===== config.mk =====
export PLATFORM = sky130hd
export DESIGN_NAME = axis_fuzz_deadzone_normaliser_top
export DESIGN_NICKNAME = d
export VERILOG_FILES = /design/src/fdn_pkg.sv /design/src/fdn_table.sv /design/src/fdn_divider.sv /design/src/axis_fuzz_deadzone_normaliser_top.sv
export SDC_FILE = /design/constraint.sdc
export NUM_CORES = 2
export LEC_CHECK = 0
export ABC_AREA = 1
export BUFFER_PORTS_ARGS = -buffer_cell sky130_fd_sc_hd__clkbuf_2
export CAP_MARGIN = 20
export CORE_MARGIN = 2
export CORE_UTILIZATION = 51
export DETAILED_ROUTE_END_ITERATION = 6
export PLACE_DENSITY = 0.69
export SLEW_MARGIN = 40
export SYNTH_ARGS = -nofsm -noshare
export SYNTH_HDL_FRONTEND = slang
export SYNTH_SLANG_ARGS = --single-unit

===== constraint.sdc =====
create_clock -name clk -period 10.9 [get_ports clk]
set_input_delay 2.18 -clock clk [delete_from_list [all_inputs] [get_ports clk]]
set_output_delay 2.18 -clock clk [all_outputs]
set_load 0.05 [all_outputs]

===== src/fdn_pkg.sv =====
// package for the axis fuzz / deadzone normaliser: descriptor type, codes, constants
package fdn_pkg;

	localparam int RawBits = 24;
	localparam int FieldBits = 23;
	localparam int OutBits = 16;
	localparam int DefNumAxes = 8;
	localparam int QuotBits = 16;
	localparam int ProdBits = RawBits + QuotBits;

	localparam logic signed [RawBits-1:0] OutMinRaw = -RawBits'(32768);
	localparam logic signed [RawBits-1:0] OutMaxRaw = RawBits'(32767);
	localparam logic signed [OutBits-1:0] OutMin = 16'sh8000;
	localparam logic signed [OutBits-1:0] OutMax = 16'sh7fff;
	localparam logic [QuotBits-1:0] TriggerScale = 16'd32767;
	localparam logic [QuotBits-1:0] BipolarSpan = 16'd65535;

	typedef enum logic {
		OP_LOAD = 1'b0,
		OP_SAMPLE = 1'b1
	} fdn_op_t;

	typedef struct packed {
		logic inv;
		logic uni;
		logic rel;
	} fdn_mode_t;

	typedef struct packed {
		logic signed [RawBits-1:0] lo;
		logic signed [RawBits-1:0] hi;
		fdn_mode_t mode;
		logic [FieldBits-1:0] flat;
		logic [FieldBits-1:0] fuzz;
		logic signed [RawBits-1:0] last;
	} fdn_desc_t;

	localparam fdn_desc_t DescReset = '{
		lo: OutMinRaw,
		hi: OutMaxRaw,
		mode: '{inv: 1'b0, uni: 1'b0, rel: 1'b0},
		flat: '0,
		fuzz: '0,
		last: '0
	};

	typedef struct packed {
		logic en;
		fdn_desc_t data;
	} fdn_wr_t;

	typedef enum logic [2:0] {
		S_IDLE,
		S_EVAL,
		S_MUL,
		S_DIV,
		S_OUT
	} fdn_state_t;

endpackage


===== src/fdn_table.sv =====
// per-axis descriptor memory with registered read and reset valid bits
module fdn_table #(
	parameter int NUM_AXES = fdn_pkg::DefNumAxes,
	parameter int AW = 3
) (
	input  logic              clk,
	input  logic              arst_n,
	input  logic [AW-1:0]     rd_addr,
	output fdn_pkg::fdn_desc_t rd_data,
	input  logic [AW-1:0]     wr_addr,
	input  fdn_pkg::fdn_wr_t  wr
);
	import fdn_pkg::*;

	fdn_desc_t mem_q [NUM_AXES];
	logic [NUM_AXES-1:0] valid_q;
	fdn_desc_t rd_q;
	logic rd_valid_q;

	always_ff @(posedge clk) begin
		if (wr.en) begin
			mem_q[wr_addr] <= wr.data;
		end
		rd_q <= mem_q[rd_addr];
	end

	always_ff @(posedge clk or negedge arst_n) begin
		if (!arst_n) begin
			valid_q <= '0;
			rd_valid_q <= 1'b0;
		end else begin
			if (wr.en) begin
				valid_q[wr_addr] <= 1'b1;
			end
			rd_valid_q <= valid_q[rd_addr];
		end
	end

	assign rd_data = rd_valid_q ? rd_q : DescReset;

endmodule


===== src/fdn_divider.sv =====
// restoring divider, one quotient bit per cycle, quotient known to fit 16 bits
module fdn_divider (
	input  logic                          clk,
	input  logic                          arst_n,
	input  logic                          start,
	input  logic [fdn_pkg::ProdBits-1:0]  num,
	input  logic [fdn_pkg::RawBits-1:0]   den,
	output logic                          done,
	output logic [fdn_pkg::QuotBits-1:0]  quot
);
	import fdn_pkg::*;

	localparam int CntBits = $clog2(QuotBits);

	logic [ProdBits-1:0] rem_q;
	logic [ProdBits-1:0] dd_q;
	logic [QuotBits-1:0] quot_q;
	logic [CntBits-1:0] cnt_q;
	logic busy_q;
	logic done_q;
	logic take;

	assign take = (rem_q >= dd_q);

	always_ff @(posedge clk) begin
		if (start) begin
			rem_q <= num;
			dd_q <= ProdBits'({den, (QuotBits-1)'(0)});
		end else if (busy_q) begin
			if (take) begin
				rem_q <= rem_q - dd_q;
			end
			dd_q <= dd_q >> 1;
			quot_q <= {quot_q[QuotBits-2:0], take};
		end
	end

	always_ff @(posedge clk or negedge arst_n) begin
		if (!arst_n) begin
			busy_q <= 1'b0;
			done_q <= 1'b0;
			cnt_q <= '0;
		end else begin
			done_q <= 1'b0;
			if (start) begin
				busy_q <= 1'b1;
				cnt_q <= '0;
			end else if (busy_q) begin
				cnt_q <= cnt_q + 1'b1;
				if (cnt_q == CntBits'(QuotBits - 1)) begin
					busy_q <= 1'b0;
					done_q <= 1'b1;
				end
			end
		end
	end

	assign done = done_q;
	assign quot = quot_q;

endmodule


===== src/axis_fuzz_deadzone_normaliser_top.sv =====
// top level: item handshake, descriptor load and sample filter/normalise sequencer
// Each item takes one descriptor read and a read-modify-write; an absolute sample outside
// the deadzone then also takes one multiply and a bit-serial divide, while loads, relative
// samples, deadzone hits and out-of-range axes go straight from evaluation to output.
// A new item is taken once the previous one has left the sequencer, while its result may
// still wait in the output register. All axes read as the default descriptor after reset.
module axis_fuzz_deadzone_normaliser_top #(
	parameter int NUM_AXES = fdn_pkg::DefNumAxes
) (
	input  logic                               clk,
	input  logic                               arst_n,
	input  logic                               in_valid,
	output logic                               in_ready,
	input  logic                               operation,
	input  logic [2:0]                         axis_index,
	input  logic signed [fdn_pkg::RawBits-1:0] raw_value,
	input  logic signed [fdn_pkg::RawBits-1:0] range_min,
	input  logic signed [fdn_pkg::RawBits-1:0] range_max,
	input  logic                               is_relative,
	input  logic                               is_unipolar,
	input  logic                               is_inverted,
	input  logic                               no_deadzone,
	input  logic [fdn_pkg::FieldBits-1:0]      flat_override,
	input  logic [fdn_pkg::FieldBits-1:0]      fuzz_override,
	output logic                               out_valid,
	input  logic                               out_ready,
	output logic                               changed,
	output logic signed [fdn_pkg::OutBits-1:0] axis_out
);
	import fdn_pkg::*;

	localparam int AW = (NUM_AXES > 1) ? $clog2(NUM_AXES) : 1;

	fdn_state_t state_q, state_nxt;
	logic accept;
	logic div_start;
	logic div_done;
	logic [QuotBits-1:0] div_q;

	logic op_q;
	logic [2:0] idx_q;
	logic idx_ok_q;
	logic signed [RawBits-1:0] raw_q, rmin_q, rmax_q;
	fdn_mode_t mode_in_q;
	logic nodz_q;
	logic [FieldBits-1:0] fo_q, zo_q;

	fdn_desc_t ent;
	fdn_wr_t wr;

	logic [RawBits-1:0] d_q;
	logic [RawBits-1:0] range_q;
	logic uni_q, inv_q;
	logic ch_q;
	logic signed [OutBits-1:0] res_q;
	logic out_valid_q, changed_q;
	logic signed [OutBits-1:0] axis_out_q;

	assign accept = in_valid && in_ready;

	fdn_table #(.NUM_AXES(NUM_AXES), .AW(AW)) u_table (
		.clk(clk),
		.arst_n(arst_n),
		.rd_addr(AW'(axis_index)),
		.rd_data(ent),
		.wr_addr(AW'(idx_q)),
		.wr(wr)
	);

	// load path
	logic signed [RawBits-1:0] ld_lo, ld_hi;
	logic [RawBits-1:0] ld_range;
	fdn_desc_t ld_desc;
	// sample path
	logic signed [RawBits:0] dif;
	logic [RawBits-1:0] absd;
	logic ch_abs, ch;
	logic signed [RawBits-1:0] rc, ru;
	logic signed [RawBits:0] sum_w;
	logic [RawBits-1:0] range_e, d_e;
	logic signed [RawBits+1:0] off, flat_s;
	logic dz_hit;
	logic signed [OutBits-1:0] relv;
	fdn_desc_t smp_desc;
	logic [ProdBits-1:0] prod;
	logic signed [OutBits-1:0] scaled;

	always_comb begin
		ld_lo = rmin_q;
		ld_hi = rmax_q;
		if (rmax_q <= rmin_q) begin
			ld_lo = OutMinRaw;
			ld_hi = OutMaxRaw;
		end
		ld_range = RawBits'($signed({ld_hi[RawBits-1], ld_hi}) - $signed({ld_lo[RawBits-1], ld_lo}));
		ld_desc.lo = ld_lo;
		ld_desc.hi = ld_hi;
		ld_desc.mode = mode_in_q;
		ld_desc.flat = nodz_q ? '0 : ((fo_q != '0) ? fo_q : FieldBits'(ld_range >> 4));
		ld_desc.fuzz = (zo_q != '0) ? zo_q : FieldBits'(ld_range >> 8);
		if (mode_in_q.rel) begin
			ld_desc.flat = '0;
			ld_desc.fuzz = '0;
		end
		ld_desc.last = mode_in_q.uni ? ld_lo
			: RawBits'($signed({ld_lo[RawBits-1], ld_lo}) + $signed({2'b00, ld_range[RawBits-1:1]}));
	end

	always_comb begin
		dif = $signed({raw_q[RawBits-1], raw_q}) - $signed({ent.last[RawBits-1], ent.last});
		absd = dif[RawBits] ? RawBits'(-dif) : dif[RawBits-1:0];
		ch_abs = (absd != '0) &&
			!((ent.fuzz != '0) && (absd < {1'b0, ent.fuzz[FieldBits-1:1]}));
		ch = ent.mode.rel ? (raw_q != '0) : ch_abs;
		smp_desc = ent;
		if (ent.mode.rel || ch_abs) begin
			smp_desc.last = raw_q;
		end

		rc = raw_q;
		if (raw_q < ent.lo) begin
			rc = ent.lo;
		end else if (raw_q > ent.hi) begin
			rc = ent.hi;
		end
		range_e = RawBits'($signed({ent.hi[RawBits-1], ent.hi}) - $signed({ent.lo[RawBits-1], ent.lo}));
		sum_w = $signed({ent.hi[RawBits-1], ent.hi}) + $signed({ent.lo[RawBits-1], ent.lo})
			- $signed({rc[RawBits-1], rc});
		ru = (ent.mode.uni && ent.mode.inv) ? sum_w[RawBits-1:0] : rc;
		d_e = RawBits'($signed({ru[RawBits-1], ru}) - $signed({ent.lo[RawBits-1], ent.lo}));
		off = $signed({{2{rc[RawBits-1]}}, rc}) - $signed({{2{ent.lo[RawBits-1]}}, ent.lo})
			- $signed({3'b000, range_e[RawBits-1:1]});
		flat_s = $signed({3'b000, ent.flat});
		if (ent.mode.uni) begin
			dz_hit = (ent.flat != '0) && (d_e < {1'b0, ent.flat});
		end else begin
			dz_hit = (ent.flat != '0) && (off > -flat_s) && (off < flat_s);
		end

		if (rc < OutMinRaw) begin
			relv = OutMin;
		end else if (rc > OutMaxRaw) begin
			relv = OutMax;
		end else begin
			relv = rc[OutBits-1:0];
		end
		if (ent.mode.inv) begin
			relv = (relv == OutMin) ? OutMax : -relv;
		end
	end

	always_comb begin
		prod = ProdBits'(d_q) * ProdBits'(uni_q ? TriggerScale : BipolarSpan);
		if (uni_q) begin
			scaled = $signed(div_q);
		end else begin
			scaled = $signed({~div_q[QuotBits-1], div_q[QuotBits-2:0]});
			if (inv_q) begin
				scaled = (scaled == OutMin) ? OutMax : -scaled;
			end
		end
	end

	fdn_divider u_div (
		.clk(clk),
		.arst_n(arst_n),
		.start(div_start),
		.num(prod),
		.den(range_q),
		.done(div_done),
		.quot(div_q)
	);

	always_comb begin
		state_nxt = state_q;
		unique case (state_q)
			S_IDLE: begin
				if (in_valid) begin
					state_nxt = S_EVAL;
				end
			end
			S_EVAL: begin
				if (!idx_ok_q || op_q == OP_LOAD || ent.mode.rel || dz_hit) begin
					state_nxt = S_OUT;
				end else begin
					state_nxt = S_MUL;
				end
			end
			S_MUL: state_nxt = S_DIV;
			S_DIV: begin
				if (div_done) begin
					state_nxt = S_OUT;
				end
			end
			S_OUT: begin
				if (!out_valid_q || out_ready) begin
					state_nxt = S_IDLE;
				end
			end
			default: state_nxt = S_IDLE;
		endcase
	end

	always_comb begin
		in_ready = (state_q == S_IDLE);
		div_start = (state_q == S_MUL);
		wr.en = (state_q == S_EVAL) && idx_ok_q;
		wr.data = (op_q == OP_LOAD) ? ld_desc : smp_desc;
	end

	always_ff @(posedge clk or negedge arst_n) begin
		if (!arst_n) begin
			state_q <= S_IDLE;
			out_valid_q <= 1'b0;
		end else begin
			state_q <= state_nxt;
			if (state_q == S_OUT && (!out_valid_q || out_ready)) begin
				out_valid_q <= 1'b1;
			end else if (out_ready) begin
				out_valid_q <= 1'b0;
			end
		end
	end

	always_ff @(posedge clk) begin
		if (accept) begin
			op_q <= operation;
			idx_q <= axis_index;
			idx_ok_q <= (32'(axis_index) < NUM_AXES);
			raw_q <= raw_value;
			rmin_q <= range_min;
			rmax_q <= range_max;
			mode_in_q <= '{inv: is_inverted, uni: is_unipolar, rel: is_relative};
			nodz_q <= no_deadzone;
			fo_q <= flat_override;
			zo_q <= fuzz_override;
		end
		if (state_q == S_EVAL) begin
			d_q <= d_e;
			range_q <= range_e;
			uni_q <= ent.mode.uni;
			inv_q <= ent.mode.inv;
			if (!idx_ok_q || op_q == OP_LOAD) begin
				ch_q <= 1'b0;
				res_q <= '0;
			end else begin
				ch_q <= ch;
				res_q <= ent.mode.rel ? relv : '0;
			end
		end
		if (state_q == S_DIV && div_done) begin
			res_q <= scaled;
		end
		if (state_q == S_OUT && (!out_valid_q || out_ready)) begin
			changed_q <= ch_q;
			axis_out_q <= res_q;
		end
	end

	assign out_valid = out_valid_q;
	assign changed = changed_q;
	assign axis_out = axis_out_q;

`ifndef SYNTH
	a_accept_eval: assert property (@(posedge clk) disable iff (!arst_n)
		accept |=> state_q == S_EVAL)
		else $error("accepted item did not enter evaluation");
	a_div_done_state: assert property (@(posedge clk) disable iff (!arst_n)
		div_done |-> state_q == S_DIV)
		else $error("divider finished outside the divide state");
	a_write_eval: assert property (@(posedge clk) disable iff (!arst_n)
		wr.en |-> (state_q == S_EVAL && !in_ready))
		else $error("descriptor written outside evaluation");
`endif

endmodule


* Yosys cells after proc, flatten, opt, wreduce, memory -nomap -nowiden
Memory sizes are Yosys's and may differ from the RTL's. A register that Yosys moved wholly into a read port is not among the register bits.
Index checks and enable logic that the tools add are counted.
** Word-level totals
- Bits in writable memories :: 968
- Input port bits :: 130
- Memories kept :: 1
- Register bits after elaboration :: 324
- Output and inout bits :: 19
- Word-level logic and storage cells :: 158
** Cells by class
- Reductions and logical operators :: 30
- Multiplexer cells :: 54
- Multiply operators :: 1
- Magnitude comparators :: 13
- Add/subtract/negate cells :: 15
- Equal/unequal tests :: 10
- Bitwise operators :: 4
** Memories
- u_table.mem_q :: words 8, width 121, rd ports 1, clocked after memory_dff 1, write ports 1, RTL line fdn_table.sv:15 : fdn_desc_t mem_q [NUM_AXES];
** Operator list (count)
- 2-to-1 mux 121 bit :: 2
- 2-to-1 mux 16 bit :: 12
- 2-to-1 mux 24 bit :: 8
- 2-to-1 mux 40 bit :: 3
- subtractor 24 bit :: 4
- nonzero test 23 bit :: 4
- 2-to-1 mux 39 bit :: 2
- 2-to-1 mux 23 bit :: 3
- subtractor 24 x 24 -> 25 bit :: 2
- adder 24 bit :: 2
- nonzero test 24 bit :: 2
- 2-to-1 mux 46 bit :: 1
- >= comparator 40 x 39 -> 1 bit :: 1
- multiplier 24 x 16 -> 40 bit :: 1
- subtractor 40 x 39 -> 40 bit :: 1
- equality test 16 bit (second input constant) :: 2
- negation 16 bit :: 2
- greater-than comparator 26 bit :: 1
- less-than comparator 26 x 24 -> 1 bit :: 1
- negation 23 -> 26 bit :: 1
- subtractor 25 x 24 -> 26 bit :: 1
- greater-than comparator 24 x 16 -> 1 bit (second input constant) :: 1
- greater-than comparator 24 bit :: 1
- less-or-equal comparator 24 bit :: 1
- other kinds (29) :: 68

* Logic depth before layout (Yosys ltp)
- Depth in word-level cells :: 14
- Gate-level depth with buffers :: 66
- Depth with buffers taken out :: 61

* By module
A second synthesis with hierarchy kept.
** Unflattened totals
- Cells, all modules :: 9800
- Area total of the unflattened synthesis :: 86008.7 um^2
** By module, submodules not included
- fdn_table :: seq. area each 31715.4 um^2, times used 1, area each 45735.1 um^2, cells an instance 4619
- axis_fuzz_deadzone_normaliser_top :: seq. area each 6406.1 um^2, times used 1, area each 33311.9 um^2, cells an instance 4209
- fdn_divider :: seq. area each 2852.7 um^2, times used 1, area each 6961.7 um^2, cells an instance 972

* Least setup slack after synthesis
OpenSTA, ideal clock, no wires.
- Kind :: input-to-reg
- Start :: input in_valid
- End :: register fo_q[0] (enable)
- Stages :: 2
- Data arrival time :: 10.683 ns
- Path slack :: -0.548 ns
- Path buffers :: 0
- Library setup time :: 0.765 ns
- Cell sequence :: inv_1 nor3_1
** Between the ends
- Word-level cells in the longest chain between the ends :: 1
** RTL lines
- from (decl) :: RTL line axis_fuzz_deadzone_normaliser_top.sv:12 : input logic in_valid,
- logical AND 1 bit :: RTL line axis_fuzz_deadzone_normaliser_top.sv:59 : assign accept = in_valid && in_ready;
- net accept :: RTL line axis_fuzz_deadzone_normaliser_top.sv:35 : logic accept;
- to (signal assigned) :: RTL line axis_fuzz_deadzone_normaliser_top.sv:235 : fo_q <= flat_override;
- to (decl) :: RTL line axis_fuzz_deadzone_normaliser_top.sv:46 : logic [FieldBits-1:0] fo_q, zo_q;
The timed path passes the listed nets, and every way through them passes these cells.
A chain may end at the register's enable or synchronous reset.

* Final worst setup path
- Start :: register u_table.rd_valid_q
- End :: register state_q[1]
** Between the ends
- Word-level cells in the longest chain between the ends :: 13
** RTL lines
- from (decl) :: RTL line fdn_table.sv:18 : logic rd_valid_q;
- from (signal assigned) :: RTL line fdn_table.sv:35 : rd_valid_q <= valid_q[rd_addr];
- 2-to-1 mux 121 bit (*) :: RTL line fdn_table.sv:39 : assign rd_data = rd_valid_q ? rd_q : DescReset;
- greater-than comparator 24 bit :: RTL line axis_fuzz_deadzone_normaliser_top.sv:123 : end else if (raw_q > ent.hi) begin
- 2-to-1 mux 24 bit :: RTL line axis_fuzz_deadzone_normaliser_top.sv:123
- 2-to-1 mux 24 bit :: RTL line axis_fuzz_deadzone_normaliser_top.sv:121 : if (raw_q < ent.lo) begin
- subtractor 24 bit :: RTL line axis_fuzz_deadzone_normaliser_top.sv:128 : - $signed({rc[RawBits-1], rc});
- 2-to-1 mux 24 bit :: RTL line axis_fuzz_deadzone_normaliser_top.sv:129 : ru = (ent.mode.uni && ent.mode.inv) ? sum_w[RawBits-1:0] : rc;
- subtractor 24 bit (*) :: RTL line axis_fuzz_deadzone_normaliser_top.sv:130 : d_e = RawBits'($signed({ru[RawBits-1], ru}) - $signed({ent.lo[RawBits-1], ent.lo}));
- net d_e[19] :: RTL line axis_fuzz_deadzone_normaliser_top.sv:80 : logic [RawBits-1:0] range_e, d_e;
- less-than comparator 24 x 23 -> 1 bit (*) :: RTL line axis_fuzz_deadzone_normaliser_top.sv:135 : dz_hit = (ent.flat != '0) && (d_e < {1'b0, ent.flat});
- logical AND 1 bit (*) :: RTL line axis_fuzz_deadzone_normaliser_top.sv:135
- 2-to-1 mux 1 bit (*) :: RTL line axis_fuzz_deadzone_normaliser_top.sv:134 : if (ent.mode.uni) begin
- logical OR 1 bit (*) :: RTL line axis_fuzz_deadzone_normaliser_top.sv:183 : if (!idx_ok_q || op_q == OP_LOAD || ent.mode.rel || dz_hit) begin
- 2-to-1 mux 3 bit (*) :: RTL line axis_fuzz_deadzone_normaliser_top.sv:183
- case mux 3 bit (5 select lines) (*) :: RTL line axis_fuzz_deadzone_normaliser_top.sv:176 : unique case (state_q)
- to (signal assigned) :: RTL line axis_fuzz_deadzone_normaliser_top.sv:216 : state_q <= state_nxt;
- to (decl) :: RTL line axis_fuzz_deadzone_normaliser_top.sv:34 : fdn_state_t state_q, state_nxt;
Mark *: on every way through the listed nets, which the timed path passes. The rest lies on a longest branch.

==> qor.log <==
[synth] Avg Inst Size Synth 10.1 µm²
[synth] proportion of synthesized chip area in sequential cells 51.5%
[synth] total standard cell area after synthesis 0.0796 mm²
[setup_path] nature of the critical path endpoint flip-flop
[route] drt total wl 241000 µm
[place] gp weighted congestion 1.01
[grt] maximum number of pins on one net before global-route repair 210
[timing] maximum clock rate 99.2 MHz
[clock_tree] number of H-tree branching levels 4
[timing] number of hold-slack violations in the final timing report 0
[synth] complex-gate fraction of the synthesized area 12.4%
[route] antenna violation net count after detailed routing 0
[timing] clock tree skew after final layout 0.0561 ns
[setup_path] data arrival time of the critical path 10.73 ns
[timing] Worst Hold Margin 0.417 ns
[grt] wire length of the first global-routing pass 358000 µm
[setup_path] top fanout value on the critical path 107
[clock_tree] clock root buffer master clkbuf_16
[setup_path] Worst setup SP type flip-flop
[timing] endpoints failing setup 0
[synth] share of flip-flops with an asynchronous set or reset 1.34%
[clock_tree] Hold Buf Count CTS 0
[setup_path] largest incremental delay on the critical path 0.59 ns
[layout] total number of nets in the final design 8871
[die] Vert. Die Dim 399 µm
[clock_tree] Clock Tree Buf Depth 3
[layout] post-synthesis to final-layout area growth 10.2%
[synth] number of enable-type register cells in the synthesized netlist 1258
[min_path] type of the worst min-delay path flip-flop to flip-flop
[route] count of vias placed by the detailed router 59400
[setup_path] class of the most critical setup path flip-flop to flip-flop
[synth] post-synthesis share of cell area spent on and, or, nand and nor gates 13.4%
[setup_path] data required time at the worst endpoint 11.55 ns
[clock_tree] total CTS buffers 147
[timing] max-slew headroom at the worst pin 39.2%
[setup_path] highest-delay cell along the critical path nand2_1
[route] mean number of vias per cell 5.85
[synth] number of distinct standard cells referenced by the synthesized netlist 74
[die] Rows 144
[synth] adder and majority cell fraction of the synthesized area 14.7%
[die] die area 0.159 mm²
[timing] shortest period the worst path allows 10.08 ns
[timing] Slew Viols, Final 0
[die] count of boundary I/O pins 149
[clock_tree] clock tree from TritonCTS yes
[synth] top flip-flop cell by instance count after synthesis edfxtp_1
[grt] via count of the first global-routing pass 57500
[timing] unrepaired setup endpoints after global routing false
[setup_path] Critical Path Most Common Cell nand2_1
[route] routed wirelength normalized by instance count 23.8 µm
[synth] Syn Nets 8779
[synth] dominant combinational cell family by area after synthesis adder cells
[clock_tree] number of clock sinks seen by CTS 1413
[place] number of port buffers 148
[timing] fraction of the cycle the final worst path needs 92.5%
[place] HPWL after detailed placement 170000 µm
[layout] share of post-route cells with drive strength above 1 7.71%
[flow_run] max cap viols 0
[timing] Post-Route Setup TNS 0 ns
[die] placeable core region 0.155 mm²
[die] effective utilization at floorplan 51.5%
[synth] xor/xnor share of the synthesized area 2.42%
[synth] count of state elements after synthesis 1413
[grt] gr ovfl total 0
[route] drt drc 0
[route] initial drt markers 5688
[layout] most common cell after layout, fill and taps aside edfxtp_1
[min_path] worst hold path depth 0
[grt] total routing resource utilization after global routing 30.2%
[run_status] result of the run complete, no violations
[synth] yosys warns 0
[setup_path] R2R cell count 57
[synth] proportion of synthesized area in mux cells 0%
[clock_tree] clk_lat worst skew 0.81 ns
[clock_tree] Clock transition at path regs 0.06 ns
[synth] Gate Count Post-Synth 7887
[timing] Slew @ Worst Pin 0.909 ns
[grt] initial antenna violation count 7
[layout] commonest cells after routing, fill and taps aside 1258 x edfxtp_1, 1143 x nor2_1, 927 x nand2_1, 865 x inv_1, 837 x o21ai_0
[route] Initial DRT Pass Iterations 6
[die] horizontal die dimension 399 µm
-- area by class of cell --
cell class,count,area [µm²]
sequential,1413,41000
clock buffer,208,4110
multi-input combinational,5302,34300
clock inverter,64,795
antenna,7,17.5
fill,13100,66900
tap,2044,2560
inverter,882,3340
timing repair buffer,233,1570
-- synth_stat cells, drive strengths merged, types with 2 or more instances --
master	number	area (µm²)
and3	3	18.8
or4	2	15.0
o2111ai	5	43.8
o21a	16	120
or2	37	231
ha	473	5920
nand2	962	3730
a41oi	2	17.5
a21boi	12	109
and2	6	42.5
o221ai	7	61.3
inv	877	3290
nand3	208	1140
a31o	2	17.5
a22oi	15	113
o31ai	11	82.6
clkbuf	227	852
a221oi	4	35.0
nor3	47	245
o21bai	26	199
dfrtp	19	475
buf	63	335
xor2	140	1250
o21ai	924	4670
xnor2	76	681
nand3b	10	75.1
a211oi	7	52.6
nor4	26	184
o22ai	137	857
a211o	2	17.5
nor3b	3	22.5
fa	289	5790
nand4	69	462
o211ai	49	378
dfxtp	136	2720
a31oi	138	863
a21o	18	135
a21oi	398	2030
edfxtp	1258	37800
nor2	1174	4490
clkinv	5	18.8
-- timing repair --
item,in CTS,in global routing
gates resized for setup,0,3
hold endpoints to repair,0,0
endpoints found under the setup margin,0,2
setup buffers,0,0
-- per-layer routing --
layer | up-vias | GRT usage, % | share of wire, %
met2 | 2423 | 49.8 | 48
met1 | 29000 | 39.1 | 40
li1 | 27400 | - | -
met5 | - | 0 | 0.010
met4 | 4 | 15.5 | 5.6
met3 | 518 | 4.11 | 6.9
-- state kept, by name (all words and copies together) (netlist names), 23 cells and up --
signal	count
zo_q	23
raw_q	24
u_div.rem_q	40
rmin_q	24
fo_q	23
rmax_q	24
u_table.mem_q	968
d_q	24
u_div.dd_q	39
range_q	24
u_table.rd_q	121
-- cells by family (layout without fill, tap and decap cells) --
kind of cell	Yosys count	after routing
DFF	1413	1413
xor gates and xnor gates	216	216
buffers and inverters	1172	1387
other	0	7
AOI/OAI and AO/OA	1777	1777
and+or+nand+nor	2547	2547
adders and majority gates	762	762
-- worst paths after layout --
check	start	endpoint	slack [ns]
max	u_table.rd_valid_q	state_q[1]	0.82
min	res_q[1]	axis_out[1]	0.42
max reg2reg	u_table.rd_valid_q	state_q[1]	0.82
min reg2reg	res_q[1]	axis_out[1]	0.42
max in group asynchronous	arst_n	u_table.rd_valid_q	9.04
min in group asynchronous	arst_n	u_table.valid_q[0]	1.38
-- metrics by stage --
step | std cells | instance area (µm²) | util, % | worst slack (ns)
floorplan | 7887 | 79600 | - | 0.255
global placement | 9869 | 82500 | 53.4 | 1.20
detailed placement | 9871 | 82700 | 53.5 | 1.16
CTS | 10100 | 87600 | 56.6 | 1.08
global route | 10100 | 87700 | 56.7 | 0.0265
finish | 10200 | 87700 | 56.7 | 0.820
-- critical path: cells and delay by family (launching register included) --
family	cells	cell delay, ns
buffers and inverters	10	1.34
AO/OA/AOI/OAI	16	2.82
adder cells (fa/ha/maj)	5	1.57
flip-flops	1	0.44
AND/OR/NAND/NOR	23	2.97
XOR/XNOR	3	0.57
Power is left out: the tool's default activity adds up to more than one toggle a clock period on the data nets, which glitch-free logic cannot reach.
